===== src/rtl/mprq_pkg.sv =====
package mprq_pkg;

	localparam logic CMD_ENQUEUE = 1'b0;
	localparam logic CMD_DEQUEUE = 1'b1;

	typedef logic [1:0] mprq_state_t;

endpackage


===== src/rtl/mprq_if.sv =====
interface mprq_req_if #(
	parameter int PRIORITY_BITS = 8,
	parameter int HANDLE_BITS   = 8
);
	logic                     valid;
	logic                     ready;
	logic                     command;
	logic [HANDLE_BITS-1:0]   process_handle;
	logic [PRIORITY_BITS-1:0] process_priority;

	modport source (output valid, command, process_handle, process_priority, input ready);
	modport sink (input valid, command, process_handle, process_priority, output ready);
endinterface

interface mprq_rsp_if #(
	parameter int HANDLE_BITS = 8
);
	logic                   valid;
	logic                   ready;
	logic [HANDLE_BITS-1:0] out_handle;
	logic                   out_valid;
	logic                   dropped_full;
	logic                   now_empty;

	modport source (output valid, out_handle, out_valid, dropped_full, now_empty, input ready);
	modport sink (input valid, out_handle, out_valid, dropped_full, now_empty, output ready);
endinterface


===== src/rtl/mprq_mem.sv =====
module mprq_mem #(
	parameter int DEPTH = 16,
	parameter int WIDTH = 16,
	localparam int AW   = $clog2(DEPTH)
) (
	input  logic             clk,
	input  logic             we,
	input  logic [AW-1:0]    waddr,
	input  logic [WIDTH-1:0] wdata,
	input  logic [AW-1:0]    raddr,
	output logic [WIDTH-1:0] rdata
);

	logic [WIDTH-1:0] mem [DEPTH];

	always_ff @(posedge clk) begin
		if (we) begin
			mem[waddr] <= wdata;
		end
	end

	always_ff @(posedge clk) begin
		rdata <= mem[raddr];
	end

endmodule


===== src/rtl/mprq_seq.sv =====
module mprq_seq
	import mprq_pkg::*;
#(
	parameter int QUEUE_DEPTH   = 16,
	parameter int PRIORITY_BITS = 8,
	parameter int HANDLE_BITS   = 8,
	localparam int AW = $clog2(QUEUE_DEPTH),
	localparam int CW = $clog2(QUEUE_DEPTH + 1),
	localparam int DW = PRIORITY_BITS + HANDLE_BITS
) (
	input  logic          clk,
	input  logic          arst_n,
	mprq_req_if.sink      req,
	mprq_rsp_if.source    res,
	output logic          mem_we,
	output logic [AW-1:0] mem_waddr,
	output logic [DW-1:0] mem_wdata,
	output logic [AW-1:0] mem_raddr,
	input  logic [DW-1:0] mem_rdata
);

	localparam mprq_state_t ST_IDLE  = 2'd0;
	localparam mprq_state_t ST_SCAN  = 2'd1;
	localparam mprq_state_t ST_SHIFT = 2'd2;
	localparam mprq_state_t ST_FIN   = 2'd3;

	mprq_state_t              state_q;
	logic [CW-1:0]            count_q;
	logic [CW-1:0]            rd_q;
	logic                     vld_s1;
	logic [AW-1:0]            addr_s1;
	logic [AW-1:0]            best_idx_q;
	logic [PRIORITY_BITS-1:0] best_prio_q;
	logic [HANDLE_BITS-1:0]   best_hdl_q;
	logic [HANDLE_BITS-1:0]   res_hdl_q;
	logic                     res_ok_q;
	logic                     res_drop_q;
	logic                     res_empty_q;

	logic                     accept;
	logic                     full;
	logic [PRIORITY_BITS-1:0] prio_s1;
	logic [HANDLE_BITS-1:0]   hdl_s1;
	logic                     take;
	logic [AW-1:0]            cand_idx;
	logic [PRIORITY_BITS-1:0] cand_prio;
	logic [HANDLE_BITS-1:0]   cand_hdl;
	logic                     last_s1;
	logic                     scan_end;
	logic [CW-1:0]            cand_nxt;
	logic [CW-1:0]            shift_nxt;

	assign req.ready = (state_q == ST_IDLE);
	assign accept    = req.valid && req.ready;
	assign full      = (count_q == CW'(QUEUE_DEPTH));

	assign prio_s1   = mem_rdata[DW-1:HANDLE_BITS];
	assign hdl_s1    = mem_rdata[HANDLE_BITS-1:0];
	assign take      = vld_s1 && ((addr_s1 == '0) || (prio_s1 > best_prio_q));
	assign cand_idx  = take ? addr_s1 : best_idx_q;
	assign cand_prio = take ? prio_s1 : best_prio_q;
	assign cand_hdl  = take ? hdl_s1 : best_hdl_q;
	assign last_s1   = ((CW'(addr_s1) + CW'(1)) == count_q);
	assign scan_end  = (state_q == ST_SCAN) && vld_s1 && last_s1;
	assign cand_nxt  = CW'(cand_idx) + CW'(1);
	assign shift_nxt = CW'(addr_s1) + CW'(1);

	// read address: scan walks the queue, shift reads two slots ahead of the write address
	always_comb begin
		unique case (state_q)
			ST_SCAN:  mem_raddr = scan_end ? cand_nxt[AW-1:0] : rd_q[AW-1:0];
			ST_SHIFT: mem_raddr = shift_nxt[AW-1:0];
			default:  mem_raddr = '0;
		endcase
	end

	always_comb begin
		mem_we    = 1'b0;
		mem_waddr = count_q[AW-1:0];
		mem_wdata = {req.process_priority, req.process_handle};
		priority if (accept && req.command == CMD_ENQUEUE && !full) begin
			mem_we = 1'b1;
		end else if (state_q == ST_SHIFT && vld_s1) begin
			mem_we    = 1'b1;
			mem_waddr = addr_s1 - AW'(1);
			mem_wdata = mem_rdata;
		end
	end

	assign res.valid        = (state_q == ST_FIN);
	assign res.out_handle   = res_hdl_q;
	assign res.out_valid    = res_ok_q;
	assign res.dropped_full = res_drop_q;
	assign res.now_empty    = res_empty_q;

	always_ff @(posedge clk or negedge arst_n) begin
		if (!arst_n) begin
			state_q <= ST_IDLE;
			count_q <= '0;
			rd_q    <= '0;
			vld_s1  <= 1'b0;
		end else begin
			unique case (state_q)
				ST_IDLE: begin
					vld_s1 <= 1'b0;
					if (accept) begin
						if (req.command == CMD_ENQUEUE) begin
							if (!full) begin
								count_q <= count_q + CW'(1);
							end
							state_q <= ST_FIN;
						end else if (count_q == '0) begin
							state_q <= ST_FIN;
						end else begin
							vld_s1  <= 1'b1;
							rd_q    <= CW'(1);
							state_q <= ST_SCAN;
						end
					end
				end
				ST_SCAN: begin
					if (scan_end) begin
						vld_s1 <= (cand_nxt < count_q);
						if (cand_nxt < count_q) begin
							state_q <= ST_SHIFT;
						end else begin
							count_q <= count_q - CW'(1);
							state_q <= ST_FIN;
						end
					end else begin
						vld_s1 <= (rd_q < count_q);
						if (rd_q < count_q) begin
							rd_q <= rd_q + CW'(1);
						end
					end
				end
				ST_SHIFT: begin
					vld_s1 <= (shift_nxt < count_q);
					if (!(shift_nxt < count_q)) begin
						count_q <= count_q - CW'(1);
						state_q <= ST_FIN;
					end
				end
				ST_FIN: begin
					vld_s1 <= 1'b0;
					if (res.ready) begin
						state_q <= ST_IDLE;
					end
				end
				default: state_q <= ST_IDLE;
			endcase
		end
	end

	always_ff @(posedge clk) begin
		addr_s1 <= mem_raddr;
		if (state_q == ST_SCAN && vld_s1) begin
			best_idx_q  <= cand_idx;
			best_prio_q <= cand_prio;
			best_hdl_q  <= cand_hdl;
		end
		if (accept) begin
			res_hdl_q <= '0;
			res_ok_q  <= 1'b0;
			if (req.command == CMD_ENQUEUE) begin
				res_drop_q  <= full;
				res_empty_q <= 1'b0;
			end else begin
				res_drop_q  <= 1'b0;
				res_empty_q <= 1'b1;
			end
		end else if (scan_end) begin
			res_hdl_q   <= cand_hdl;
			res_ok_q    <= 1'b1;
			res_drop_q  <= 1'b0;
			res_empty_q <= (count_q == CW'(1));
		end
	end

endmodule


===== src/rtl/max_priority_ready_queue.sv =====
// Bounded ready queue of process handles with priorities, held in one
// synchronous memory in arrival order. An enqueue word appends at the tail
// (or is dropped with dropped_full when the queue is full). A dequeue word
// reads every stored entry through the single memory read port to find the
// highest priority (earliest entry wins a tie), then moves each later entry
// up one slot, one per cycle. One word is worked on at a time; a new word is
// taken while the previous result still waits in the output register. Every
// result reports now_empty.
module max_priority_ready_queue #(
	parameter int QUEUE_DEPTH   = 16,
	parameter int PRIORITY_BITS = 8,
	parameter int HANDLE_BITS   = 8
) (
	input  logic       clk,
	input  logic       arst_n,
	mprq_req_if.sink   req,
	mprq_rsp_if.source rsp
);

	localparam int AW = $clog2(QUEUE_DEPTH);
	localparam int DW = PRIORITY_BITS + HANDLE_BITS;

	logic                   mem_we;
	logic [AW-1:0]          mem_waddr;
	logic [DW-1:0]          mem_wdata;
	logic [AW-1:0]          mem_raddr;
	logic [DW-1:0]          mem_rdata;
	logic                   rsp_valid_q;
	logic [HANDLE_BITS-1:0] hdl_q;
	logic                   ok_q;
	logic                   drop_q;
	logic                   empty_q;
	logic                   load;

	mprq_rsp_if #(.HANDLE_BITS(HANDLE_BITS)) mid ();

	mprq_seq #(
		.QUEUE_DEPTH  (QUEUE_DEPTH),
		.PRIORITY_BITS(PRIORITY_BITS),
		.HANDLE_BITS  (HANDLE_BITS)
	) u_seq (
		.clk      (clk),
		.arst_n   (arst_n),
		.req      (req),
		.res      (mid.source),
		.mem_we   (mem_we),
		.mem_waddr(mem_waddr),
		.mem_wdata(mem_wdata),
		.mem_raddr(mem_raddr),
		.mem_rdata(mem_rdata)
	);

	mprq_mem #(
		.DEPTH(QUEUE_DEPTH),
		.WIDTH(DW)
	) u_mem (
		.clk  (clk),
		.we   (mem_we),
		.waddr(mem_waddr),
		.wdata(mem_wdata),
		.raddr(mem_raddr),
		.rdata(mem_rdata)
	);

	// output register
	assign mid.ready = !rsp_valid_q || rsp.ready;
	assign load      = mid.valid && mid.ready;

	always_ff @(posedge clk or negedge arst_n) begin
		if (!arst_n) begin
			rsp_valid_q <= 1'b0;
		end else if (mid.ready) begin
			rsp_valid_q <= mid.valid;
		end
	end

	always_ff @(posedge clk) begin
		if (load) begin
			hdl_q   <= mid.out_handle;
			ok_q    <= mid.out_valid;
			drop_q  <= mid.dropped_full;
			empty_q <= mid.now_empty;
		end
	end

	assign rsp.valid        = rsp_valid_q;
	assign rsp.out_handle   = hdl_q;
	assign rsp.out_valid    = ok_q;
	assign rsp.dropped_full = drop_q;
	assign rsp.now_empty    = empty_q;

endmodule


===== src/flat_wrapper.sv =====
// flat-port wrapper written by rule: the top's interface ports become plain ports
module max_priority_ready_queue_flat 
#(
	parameter int QUEUE_DEPTH   = 16,
	parameter int PRIORITY_BITS = 8,
	parameter int HANDLE_BITS   = 8
)
  (clk, arst_n, req_valid, req_command, req_process_handle, req_process_priority, req_ready, rsp_valid, rsp_out_handle, rsp_out_valid, rsp_dropped_full, rsp_now_empty, rsp_ready);
  mprq_req_if #(.PRIORITY_BITS(PRIORITY_BITS), .HANDLE_BITS(HANDLE_BITS)) req_i ();
  mprq_rsp_if #(.HANDLE_BITS(HANDLE_BITS)) rsp_i ();
  input  logic clk;
  input  logic arst_n;
  input wire logic [$bits(req_i.valid)-1:0] req_valid;
  input wire logic [$bits(req_i.command)-1:0] req_command;
  input wire logic [$bits(req_i.process_handle)-1:0] req_process_handle;
  input wire logic [$bits(req_i.process_priority)-1:0] req_process_priority;
  output wire logic [$bits(req_i.ready)-1:0] req_ready;
  output wire logic [$bits(rsp_i.valid)-1:0] rsp_valid;
  output wire logic [$bits(rsp_i.out_handle)-1:0] rsp_out_handle;
  output wire logic [$bits(rsp_i.out_valid)-1:0] rsp_out_valid;
  output wire logic [$bits(rsp_i.dropped_full)-1:0] rsp_dropped_full;
  output wire logic [$bits(rsp_i.now_empty)-1:0] rsp_now_empty;
  input wire logic [$bits(rsp_i.ready)-1:0] rsp_ready;
  assign req_i.valid = req_valid;
  assign req_i.command = req_command;
  assign req_i.process_handle = req_process_handle;
  assign req_i.process_priority = req_process_priority;
  assign req_ready = req_i.ready;
  assign rsp_valid = rsp_i.valid;
  assign rsp_out_handle = rsp_i.out_handle;
  assign rsp_out_valid = rsp_i.out_valid;
  assign rsp_dropped_full = rsp_i.dropped_full;
  assign rsp_now_empty = rsp_i.now_empty;
  assign rsp_i.ready = rsp_ready;
  max_priority_ready_queue #(.QUEUE_DEPTH(QUEUE_DEPTH), .PRIORITY_BITS(PRIORITY_BITS), .HANDLE_BITS(HANDLE_BITS)) u_core (.clk(clk), .arst_n(arst_n), .req(req_i), .rsp(rsp_i));
endmodule

===== config.mk =====
export PLATFORM = sky130hd
export DESIGN_NAME = max_priority_ready_queue_flat
export DESIGN_NICKNAME = d
export VERILOG_FILES = /design/src/rtl/mprq_pkg.sv /design/src/rtl/mprq_if.sv /design/src/rtl/mprq_mem.sv /design/src/rtl/mprq_seq.sv /design/src/rtl/max_priority_ready_queue.sv /design/src/flat_wrapper.sv
export SDC_FILE = /design/constraint.sdc
export NUM_CORES = 1
export LEC_CHECK = 0
export ABC_CLOCK_PERIOD_IN_PS = 11000
export BUFFER_PORTS_ARGS = -buffer_cell sky130_fd_sc_hd__clkbuf_2
export CAP_MARGIN = 10
export CORE_MARGIN = 2
export CORE_UTILIZATION = 67
export CTS_CLUSTER_SIZE = 30
export DETAILED_ROUTE_END_ITERATION = 8
export HOLD_SLACK_MARGIN = 0.06
export PLACE_DENSITY = 0.85
export SYNTH_ARGS = -nofsm -noshare
export SYNTH_HDL_FRONTEND = slang
export SYNTH_HIERARCHICAL = 1
export SYNTH_SLANG_ARGS = --single-unit

===== constraint.sdc =====
create_clock -name clk -period 11 [get_ports clk]
set_input_delay 0 -clock clk [delete_from_list [all_inputs] [get_ports clk]]
set_output_delay 0 -clock clk [all_outputs]
set_load 0.05 [all_outputs]

======== Word-level counts from Yosys, hierarchy flattened ========
Memory sizes are Yosys's and may differ from the RTL's. A register that Yosys moved wholly into a read port is not among the register bits.
Index checks and enable logic that the tools add are counted.
storage, ports and cells
  flip-flop bits (word level) ............. 60
  bits in latches ......................... 0
  bits in writable memories ............... 256
  memory bits (read-only) ................. 0
  bits of input ports ..................... 21
  output and inout bits ................... 13
  word-level logic and storage cells ...... 112
  memories kept ........................... 1
memory list
  memory            depth  bits a word  rd ports  clocked after memory_dff  write ports  line            text
  u_core.u_mem.mem  16     16           1         1                         1            mprq_mem.sv:14  logic [WIDTH-1:0] mem [DEPTH];
operators by class
  add/sub/neg operators ................... 6
  $mul .................................... 0
  divide/modulo/power cells ............... 0
  $lt $le $gt $ge ......................... 4
  eq/ne operators ......................... 17
  shifts and indexed selects .............. 0
  muxes and demuxes ....................... 44
  bitwise logic cells ..................... 1
  reduce and logical (&&, ||, !) cells .... 22
operator list
  cell                 count
  $mux 5               11
  $mux 16              2
  $ne 2x2->1 const B   9
  $mux 4               4
  $lt 5x5->1           3
  $mux 1               15
  $pmux 5 s3           1
  $mux 2               6
  $add 4x1->5 const B  2
  $add 5x1->5 const B  2
  $pmux 5 s2           1
  $gt 8x8->1           1
  $logic_and 1x1->1    8
  $mux 8               1
  $pmux 2 s4           1
  $pmux 4 s2           1
  $reduce_and 7->1     1
  $reduce_and 6->1     1
  $eq 5x1->1 const B   1
  $eq 5x5->1           1
  $eq 5x5->1 const B   1
  $logic_not 5->1      1
  $sub 5x1->5 const B  1
  $eq 2x2->1 const B   2
  13 further kinds     17

======== Logic depth before layout (Yosys ltp) ========
  depth after elaboration ................. 9
  mapped depth ............................ 19
  mapped depth without buffers ............ 18

======== Cells and area by module ========
The synthesis kept the hierarchy.
modules (own cells, without submodules)
  module                    instances  cells an instance  area an instance (sq um)  sequential area each (sq um)
  mprq_mem                  1          432                10,042.1                  8,007.7
  mprq_seq                  1          317                3,183.1                   1,246.2
  max_priority_ready_queue  1          15                 384.1                     355.3

======== Least setup slack after synthesis ========
No wires, ideal clock.
  path kind ............................... register to register
  from .................................... reg u_core.u_seq.state_q[0]
  to ...................................... mem u_core.u_mem.mem[0][0] (enable)
  library setup time ...................... 0.409 ns
  arrival time ............................ 3.524 ns
  required time ........................... 10.591 ns
  slack ................................... 7.067 ns
  cell stages (with the launch flop) ...... 9
  buffers on the path ..................... 1
  clock period less this slack ............ 3.933 ns
  cells stage by stage .................... dfrtp_1 inv_1 ha_1 and2_1 a31oi_1 buf_2 o21ai_0 or3b_2 nor3_1
RTL lines
  item                            line                            text
  start, declared                 mprq_seq.sv:27                  mprq_state_t state_q;
  start signal, assigned          mprq_seq.sv:98                  state_q <= ST_IDLE;
  start signal, assigned          mprq_seq.sv:111                 state_q <= ST_FIN;
  start signal, assigned          mprq_seq.sv:113                 state_q <= ST_FIN;
  $logic_not 2->1                 mprq_seq.sv:53                  assign req.ready = (state_q == ST_IDLE);
  net req_ready                   flat_wrapper.sv:17              output wire logic [$bits(req_i.ready)-1:0] req_ready;
  $logic_and 1x1->1               mprq_seq.sv:54                  assign accept = req.valid && req.ready;
  $logic_and 1x1->1 (2 in a row)  mprq_seq.sv:81                  priority if (accept && req.command == CMD_ENQUEUE && !full) begin
  $mux 4                          mprq_seq.sv:81
  net u_core.mem_waddr[2]         max_priority_ready_queue.sv:24  logic [AW-1:0] mem_waddr;
  end, declared                   mprq_mem.sv:14
The timed path passes the listed nets, and every way through them passes these cells.

======== Final worst setup path ========
  from .................................... reg u_core.u_seq.best_prio_q[5]
  to ...................................... reg u_core.u_mem.rdata[11] (read register of u_core.u_mem.mem)
on the way
  longest elaborated chain between the ends .. 7
ends and longest elaborated chain
  item                          line                            text
  start, declared               mprq_seq.sv:33                  logic [PRIORITY_BITS-1:0] best_prio_q;
  start signal, assigned        mprq_seq.sv:159                 best_prio_q <= cand_prio;
  $gt 8x8->1                    mprq_seq.sv:59                  assign take = vld_s1 && ((addr_s1 == '0) || (prio_s1 > best_prio_q));
  $logic_or 1x1->1              mprq_seq.sv:59
  $logic_and 1x1->1             mprq_seq.sv:59
  $mux 4                        mprq_seq.sv:60                  assign cand_idx = take ? addr_s1 : best_idx_q;
  net u_core.u_seq.cand_idx[0]  mprq_seq.sv:45                  logic [AW-1:0] cand_idx;
  $add 4x1->5                   mprq_seq.sv:65                  assign cand_nxt = CW'(cand_idx) + CW'(1);
  $mux 4                        mprq_seq.sv:71                  ST_SCAN: mem_raddr = scan_end ? cand_nxt[AW-1:0] : rd_q[AW-1:0];
  $pmux 4 s2                    mprq_seq.sv:70                  unique case (state_q)
  net u_core.mem_raddr[0]       max_priority_ready_queue.sv:26  logic [AW-1:0] mem_raddr;
  end, declared                 mprq_mem.sv:11                  output logic [WIDTH-1:0] rdata
The timed path passes the listed nets, and every way through them passes these cells.
A chain may end at the register's enable or synchronous reset.

==> results.json <==
{
  "maxCapViolCount": 0,
  "arrival_ns": 5.23,
  "syn_nets": 819,
  "fin_crit_sh": 0.4371,
  "syn_avg_cell_area_um2": 17.81,
  "antenna_cells": 0,
  "startpoint_type": "flip-flop",
  "first_iter_violations": 934,
  "pin_count": 34,
  "path_clk_slew_ns": 0.07,
  "synth_cells": 764,
  "synth_top_cell_area_share": 0.6377,
  "viasPerCell": 6.766,
  "htreeDepth": 1,
  "port_buffers": 33,
  "min_path_type": "input pin to flip-flop",
  "power.density_nw_per_um2": 269.8,
  "crit_type": "flip-flop to flip-flop",
  "rsz0062_at_grt": "no",
  "layout_commonest_cell": "edfxtp_1",
  "r2r-start": "u_core/u_seq/best_prio_q[5]",
  "setup_viol": 0,
  "drv_slew": 0,
  "area_delta_synth_final_pct": 13.25,
  "p_total_uw": 4158,
  "cts.sinks": 332,
  "crit_path_end_kind": "flip-flop",
  "r2r-end": "u_core/u_mem/rdata[11]",
  "tns_ns": 0,
  "grt_overflow": 0,
  "antenna_found_initial": 0,
  "vias": 7673,
  "core_um2": 20100,
  "synth_enable_flop_cells": 289,
  "layout-drive-gt1-share": 0.2280,
  "yosysTopAreaCell": "edfxtp_1",
  "numCtsBuffers": 31,
  "root_buffer": "clkbuf_16",
  "yosys_warnings": 6,
  "final_cell_mix": "289 x edfxtp_1, 54 x mux4_2, 49 x nor2_1, 34 x ha_1, 33 x clkbuf_2",
  "syn_area_um2": 13610,
  "synth_flop_cell": "edfxtp_1",
  "grt_pass1_wl_mm": 48.00,
  "grt_usage": 0.3018,
  "min_path_cells": 2,
  "die_h_um": 146.5,
  "start_util": 0.6769,
  "ant_nets": 0,
  "hold_viol_final": 0,
  "die_x_um": 146.5,
  "p_leak_uw": 0.005291,
  "cts_tree": "done",
  "insertion_delay_ns": 0.57,
  "post_drt_wl_per_cell_um": 27.74,
  "totalWireLength_mm": 31.45,
  "grt_pass1_vias": 8010,
  "yosysSeqAreaShare": 0.7061,
  "critPathMaxFanout": 49,
  "async_flop_share": 0.04217,
  "skew_ns": 0.01767,
  "cts.path.max_buffers": 3,
  "first_pass_iters": 5,
  "ff2ff_path_depth": 13,
  "grt_max_degree": 66,
  "worstMarginPinSlew_ns": 1.147,
  "synth-seq-cells": 332,
  "nNetsFinal": 894,
  "hp-start": "req_process_handle[3]",
  "period_needed_ns": 4.808,
  "post_synth_num_cell_types": 60,
  "worstHoldEndpoint": "u_core/u_mem/mem[7][3]",
  "relSlewSlack": 0.2317,
  "crit_start": "u_core/u_seq/best_prio_q[5]",
  "drc_errors": 0,
  "dp_hpwl_mm": 17.37,
  "clock.fmax_ghz": 0.2080,
  "outcome": "finished, final reports clean",
  "ir_worst_vdd_mv": 0.1650,
  "routabilityCongestion": 0.8608,
  "rrSetupSlack_ns": 6.19,
  "design.die.area_um2": 21470,
  "rows": 52,
  "synth_area_leaders": "edfxtp_1 64%, mux4_2 8.9%, dfxtp_1 4.3%",
  "crit_required_ns": 11.43,
  "hold_slack_ns": 0.07944
}
## worst max-delay path, cell delays in order, from the launching register on
cell	delay (ns)
edfxtp_1	0.39
inv_1	0.07
ha_1	0.26
a21oi_1	0.16
o21ai_1	0.13
nand2b_1	0.21
o211ai_4	0.51
mux2_4	0.42
o221ai_1	0.20
and2_4	0.39
buf_4	0.81
mux4_1	0.66
a22oi_1	0.24
nand2_1	0.15
## per-stage QoR
step	utilization	cells	worst slack [ns]	instance area [µm²]
2_1_floorplan	-	764	7.067	13610
3_3_place_gp	0.7031	1055	6.465	14130
3_5_place_dp	0.7031	1055	6.379	14130
4_1_cts	0.7666	1134	6.242	15410
5_1_grt	0.7666	1134	5.890	15410
6_report	0.7666	1134	6.192	15410
## cell type report
type | instances | area [µm²]
sequential | 332 | 9609
fill | 995 | 4692
multi-input combinational | 375 | 3779
clock buffer | 39 | 825.8
timing repair buffer | 74 | 525.5
tap | 270 | 337.8
clock inverter | 19 | 241.5
inverter | 25 | 93.84
## worst max-delay path by stage
stage,endpoint,slack (ns),cells after the start
finish,u_core/u_mem/rdata[11],6.19,13
global route,u_core/u_mem/rdata[10],5.89,13
CTS,u_core/u_mem/rdata[11],6.24,13
detailed placement,u_core/u_mem/rdata[11],6.38,12
floorplan,u_core/u_mem/mem[0][0],7.07,8
global placement,u_core/u_mem/rdata[11],6.47,12
## sequential cells by signal, summed over array words and instances, names as in the netlist, 2 cells and up
| register | cells |
|---|---|
| u_core/rsp.out_handle | 8 |
| u_core/u_mem/mem | 256 |
| u_core/u_mem/rdata | 16 |
| u_core/u_seq/addr_s1 | 4 |
| u_core/u_seq/best_hdl_q | 8 |
| u_core/u_seq/best_idx_q | 4 |
| u_core/u_seq/best_prio_q | 8 |
| u_core/u_seq/count_q | 5 |
| u_core/u_seq/rd_q | 5 |
| u_core/u_seq/res.out_handle | 8 |
| u_core/u_seq/state_q | 2 |
## where the power goes
group | internal [µW] | total [µW] | switching, µW
Sequential | 1620 | 1720 | 102
Clock | 669 | 1120 | 448
Combinational | 532 | 1320 | 787
## cells in the mapped netlist, types with 3 or more instances
library cell  number
edfxtp_1         289
mux4_2            54
nor2_1            50
ha_1              34
a22oi_1           32
nand2_1           32
dfxtp_1           29
inv_1             25
mux2_2            20
nor3_1            18
a21oi_1           14
clkbuf_1          14
dfrtp_1           14
mux4_1            10
nand3_1            9
a31oi_1            7
nand2b_1           7
o21ai_0            7
xor2_1             7
mux2_1             6
nand4_1            6
xnor2_1            6
buf_1              5
buf_2              5
and3_1             4
buf_4              4
buf_6              4
nor2b_1            4
a311oi_1           3
and2_1             3
mux2i_1            3
o21ai_1            3
## cell families (layout without fill, tap and decap cells)
family / Yosys count / count (layout) / synth area share
muxes: 94 / 94 / 0.1335
adders and majority gates: 34 / 34 / 0.03126
AOI/OAI and AO/OA: 87 / 87 / 0.04735
xor gates and xnor gates: 13 / 13 / 0.008366
buffers and inverters: 57 / 157 / 0.01949
DFF: 332 / 332 / 0.7061
and+or+nand+nor: 147 / 147 / 0.05397
## per-layer routing
| layer | vias to the layer above | wire (µm) | global-route usage |
|---|---|---|---|
| met1 | 3899 | 11710 | 0.4079 |
| li1 | 3196 | - | - |
| met4 | 0 | 985 | 0.09612 |
| met3 | 91 | 2917 | 0.05594 |
| met2 | 487 | 15840 | 0.5092 |
| met5 | - | 0 | 0 |
## what timing repair did
item,CTS,global route
gates resized for setup,0,0
endpoints found under the hold margin,276,0
setup buffers,0,0
hold buffers,21,0
Power figures use the tool's default switching activity.
